[src/sv/lfpe_pkg.sv]
package lfpe_pkg;

    localparam int MAX_FACTORS = 16;
    localparam int N_CELLS     = MAX_FACTORS + 1;
    localparam int CNT_W       = $clog2(MAX_FACTORS + 1);
    localparam int COEF_W      = 64;
    localparam int HALF_W      = COEF_W / 2;
    localparam int FAC_W       = 16;
    localparam int DEG_W       = 5;

    // multiply phases of one factor: own value times b, then old neighbor times a
    localparam logic [1:0] PH_SELF_LO = 2'd0;
    localparam logic [1:0] PH_SELF_HI = 2'd1;
    localparam logic [1:0] PH_NB_LO   = 2'd2;
    localparam logic [1:0] PH_NB_HI   = 2'd3;

    typedef struct packed {
        logic       mul_en;
        logic [1:0] phase;
        logic       clear;
    } t_cell_ctrl;

endpackage

[src/sv/lfpe_cell.sv]
module lfpe_cell (
    input  logic                                i_clk,
    input  logic                                i_rst_n,
    input  lfpe_pkg::t_cell_ctrl                i_ctrl,
    input  logic signed [lfpe_pkg::FAC_W-1:0]   i_a,
    input  logic signed [lfpe_pkg::FAC_W-1:0]   i_b,
    input  logic                                i_base,
    input  logic [lfpe_pkg::COEF_W-1:0]         i_prev,
    output logic [lfpe_pkg::COEF_W-1:0]         o_coef
);
    localparam int PROD_W = lfpe_pkg::HALF_W + 1 + lfpe_pkg::FAC_W;

    logic [lfpe_pkg::COEF_W-1:0]          r_coef;
    logic [lfpe_pkg::COEF_W-1:0]          r_acc;
    logic signed [lfpe_pkg::HALF_W:0]     w_mop;
    logic signed [lfpe_pkg::FAC_W-1:0]    w_fop;
    logic                                 w_hi;
    logic signed [PROD_W-1:0]             w_prod;
    logic [lfpe_pkg::COEF_W-1:0]          w_term;
    logic [lfpe_pkg::COEF_W-1:0]          w_sum;
    logic [lfpe_pkg::COEF_W-1:0]          w_base;

    assign w_base = lfpe_pkg::COEF_W'(i_base);

    always_comb begin
        unique case (i_ctrl.phase)
            lfpe_pkg::PH_SELF_LO: begin
                w_mop = {1'b0, r_coef[lfpe_pkg::HALF_W-1:0]};
                w_fop = i_b;
                w_hi  = 1'b0;
            end
            lfpe_pkg::PH_SELF_HI: begin
                w_mop = {1'b0, r_coef[lfpe_pkg::COEF_W-1:lfpe_pkg::HALF_W]};
                w_fop = i_b;
                w_hi  = 1'b1;
            end
            lfpe_pkg::PH_NB_LO: begin
                w_mop = {1'b0, i_prev[lfpe_pkg::HALF_W-1:0]};
                w_fop = i_a;
                w_hi  = 1'b0;
            end
            default: begin
                w_mop = {1'b0, i_prev[lfpe_pkg::COEF_W-1:lfpe_pkg::HALF_W]};
                w_fop = i_a;
                w_hi  = 1'b1;
            end
        endcase
    end

    // 33x16 signed product; high halves only matter mod 2^32
    assign w_prod = PROD_W'(w_mop) * PROD_W'(w_fop);
    assign w_term = w_hi ? {w_prod[lfpe_pkg::HALF_W-1:0], {lfpe_pkg::HALF_W{1'b0}}}
                         : lfpe_pkg::COEF_W'(w_prod);
    assign w_sum  = ((i_ctrl.phase == lfpe_pkg::PH_SELF_LO) ? '0 : r_acc) + w_term;

    always_ff @(posedge i_clk) begin
        if (!i_rst_n) begin
            r_coef <= w_base;
        end else if (i_ctrl.clear) begin
            r_coef <= w_base;
        end else if (i_ctrl.mul_en && i_ctrl.phase == lfpe_pkg::PH_NB_HI) begin
            r_coef <= w_sum;
        end
    end

    always_ff @(posedge i_clk) begin
        if (i_ctrl.mul_en) begin
            r_acc <= w_sum;
        end
    end

    assign o_coef = r_coef;
endmodule

[config.mk]
export PLATFORM = sky130hd
export DESIGN_NAME = lfpe_cell
export DESIGN_NICKNAME = d
export VERILOG_FILES = /design/src/sv/lfpe_pkg.sv /design/src/sv/lfpe_cell.sv
export SDC_FILE = /design/constraint.sdc
export NUM_CORES = 2
export LEC_CHECK = 0
export BUFFER_PORTS_ARGS = -buffer_cell sky130_fd_sc_hd__buf_2
export CAP_MARGIN = 20
export CORE_ASPECT_RATIO = 0.9
export CORE_MARGIN = 3
export CORE_UTILIZATION = 50
export CTS_BUF_LIST = sky130_fd_sc_hd__clkbuf_4 sky130_fd_sc_hd__clkbuf_8 sky130_fd_sc_hd__clkbuf_16
export DETAILED_ROUTE_END_ITERATION = 16
export MAX_ROUTING_LAYER = met4
export PLACE_DENSITY_LB_ADDON = 0.2
export SYNTH_ARGS = -nofsm -noshare
export SYNTH_HDL_FRONTEND = slang
export SYNTH_SLANG_ARGS = --single-unit
[constraint.sdc]
create_clock -name i_clk -period 28.4 [get_ports i_clk]
set_clock_uncertainty 0.15 [all_clocks]
set_input_delay 4.26 -clock i_clk [delete_from_list [all_inputs] [get_ports i_clk]]
set_output_delay 4.26 -clock i_clk [all_outputs]
set_load 0.02 [all_outputs]
==> results.py <==
metrics = {
    "status": {
        "status": "finished, final reports clean",
    },
    "synthesis": {
        "async_flop_share": 0,
        "yosysSeqAreaShare": 0.1229,
        "avgSynthCellArea_um2": 8.774,
        "synth_nets": 3719,
        "synthCells": 2980,
        "synth.distinct_cells": 74,
        "yosysWarnings": 0,
        "synth_top_area_cell": "fa_1",
        "synth_edf_count": 65,
        "synth_ff_type": "edfxtp_1",
        "ys_ff_latch": 128,
        "synth_top_area_frac": 0.3208,
        "synth_area_leaders": "fa_1 32%, ha_1 10%, inv_1 7.6%",
        "syn_area_um2": 26150,
    },
    "setup_path": {
        "ff2ff_setup_slack_ns": 17.70,
        "cp-end-kind": "flip-flop",
        "reg2regPathDepth": 35,
        "crit_arrival_ns": 15.53,
        "crit_slowest_cell": "buf_4",
        "critPathKind": "in2reg",
        "crit_fanout": 53,
        "crit_required_ns": 28.43,
        "r2r-end": "r_acc[63]",
        "crit_end": "r_acc[63]",
        "cp_slowest_stage_delay_ns": 0.76,
        "crit_top_cell": "fa_1",
        "cp-start-kind": "input port",
        "r2r-start": "o_coef[36]",
        "startpoint": "i_ctrl[2]",
    },
    "timing": {
        "hold_violations": 0,
        "setup_viol": 0,
        "layout_min_cycle_time_ns": 15.50,
        "finalMaxSlewViolations": 0,
        "fmax_mhz": 64.52,
        "rsz0062_at_grt": "no",
        "period_share": 0.5458,
        "relSlewSlack": 0.2416,
        "tns_ns": 0,
        "tightest_slew_ns": 1.130,
    },
    "route": {
        "first_iter_violations": 2165,
        "first_pass_iters": 6,
        "detail_route.vias_per_cell": 5.862,
        "vias": 22020,
        "detail_route.wirelength_um": 90620,
        "ant_nets": 0,
        "wl_per_cell_um": 24.13,
        "drcViolationCount": 0,
    },
    "clock_network": {
        "cts_buffers": 17,
        "root_buffer": "clkbuf_16",
        "clkSinkCount": 128,
        "cts_tree": "yes",
        "clock_latency_ns": 0.45,
        "post_cts_buffers": 0,
        "cts_buffer_depth": 2,
        "h-tree-depth": 4,
        "post_cts_resized": 0,
        "cts_hold_buf": 0,
        "path_clk_slew_ns": 0.06,
    },
    "die": {
        "chipHeight_um": 222.9,
        "placementRows": 78,
        "die_x_um": 247.0,
        "start_util": 0.5122,
        "dieArea_um2": 55070,
        "core_um2": 51040,
        "floorplan.io_pins": 167,
    },
    "finish": {
        "layout.nets": 3796,
        "synthToLayoutAreaGrowth_pct": 7.695,
        "drive_gt1_frac": 0.09642,
        "nFillCells": 4686,
    },
    "global_routing": {
        "antenna_found_initial": 6,
        "grt_first_pass_wirelength_um": 136700,
        "grt_max_degree": 68,
        "overflow": 0,
        "grt_usage": 0.3432,
        "first_global_vias": 22490,
    },
    "placement": {
        "hpwlAfterDp_um": 73150,
        "numPortBuffers": 166,
        "routabilityCongestion": 1.032,
    },
    "min_path": {
        "hold_path.class": "reg2reg",
    },
    "flow_run": {
        "drv_cap": 0,
    },
}
layout make-up:
class	count	area (um^2)	share of cell area
diodes	6	15.01	0.0005332
multi-input cells	2190	20480	0.7275
well taps	680	850.8	0.03022
inverters	527	1978	0.07025
flip-flops and latches	128	3213	0.1141
repair buffers	193	1039	0.03688
clock inverters	13	113.9	0.004044
clock buffers	19	464.2	0.01649
synth_stat cells, types with 61 or more instances:
master	number
ha_1	217
nor2_1	196
xnor2_1	61
edfxtp_1	65
inv_1	527
nand2_1	385
dfxtp_1	63
a22o_1	61
clkbuf_1	123
nor2b_1	97
a21oi_1	114
and2_1	104
fa_1	419
routing by layer:
layer,global-route usage,up-vias,wire [um]
met4,0.1257,0,3758
li1,-,9682,-
met1,0.4528,11000,37110
met2,0.5068,1132,40160
met3,0.09458,208,9589
met5,-,-,0
worst min path at each step:
stage                           from  slack, ns  cells past startpoint          to
after floorplan           o_coef[63]       0.39                      2  o_coef[63]
after global placement    o_coef[31]       0.33                      1  o_coef[31]
after detailed placement  o_coef[63]       0.33                      2  o_coef[63]
after CTS                 o_coef[63]       0.33                      2  o_coef[63]
after global routing      o_coef[63]       0.36                      2  o_coef[63]
final                     o_coef[63]       0.33                      2  o_coef[63]
cell families (layout without fill, tap and decap cells):
group,Yosys count,count (layout),synth area share
buffers and inverters,662,752,0.09528
other,0,6,0
AND/OR/NAND/NOR,897,897,0.1580
adder cells (fa/ha/maj),636,636,0.4247
AO/OA/AOI/OAI,469,469,0.1222
multiplexers,81,81,0.04058
XOR/XNOR,107,107,0.03642
flip-flops,128,128,0.1229
sequential cells by signal (all words and copies together), names as in the netlist:
| register | count |
|---|---|
| o_coef | 64 |
| r_acc | 64 |
cells in the final DEF (no fill, tap or decap), types with 22 or more instances in the layout:
cell type,synthesis,layout
o21bai_1,22,22
a22o_1,61,61
o21ai_1,38,38
o21ai_0,54,54
xor2_1,45,45
xnor2_1,61,61
fa_1,419,419
a21oi_1,114,114
edfxtp_1,65,65
buf_2,5,164
ha_1,217,217
o21a_1,31,31
nand2_1,385,385
dfxtp_1,63,63
nand4_1,25,25
inv_1,527,527
nor2b_1,97,96
buf_4,0,29
and2_1,104,104
a21o_1,56,56
mux2_2,30,30
nand3_1,22,22
mux2i_1,34,31
nor2_1,196,194
stage by stage:
step	instance area [um^2]	setup slack, ns	instances	utilization	hold slack, ns
floorplan	26150	14.62	2980	-	0.3870
global placement	27560	12.73	3717	0.5399	0.3344
detailed placement	27560	12.72	3717	0.5399	0.3252
CTS	28130	13.15	3749	0.5512	0.3326
global route	28160	12.44	3756	0.5517	0.3614
finish	28160	12.90	3756	0.5517	0.3283
critical path, delay by kind of cell:
| family | cells | cell delay, ns |
|---|---|---|
| simple gates | 7 | 1.82 |
| compound gates | 13 | 3.43 |
| fa+ha+maj | 8 | 3.82 |
| xor+xnor | 2 | 0.32 |
| mux | 1 | 0.42 |
| buf+inv | 6 | 1.36 |
Power is left out: the tool's default activity adds up to more than one toggle a clock period on the data nets, which glitch-free logic cannot reach.
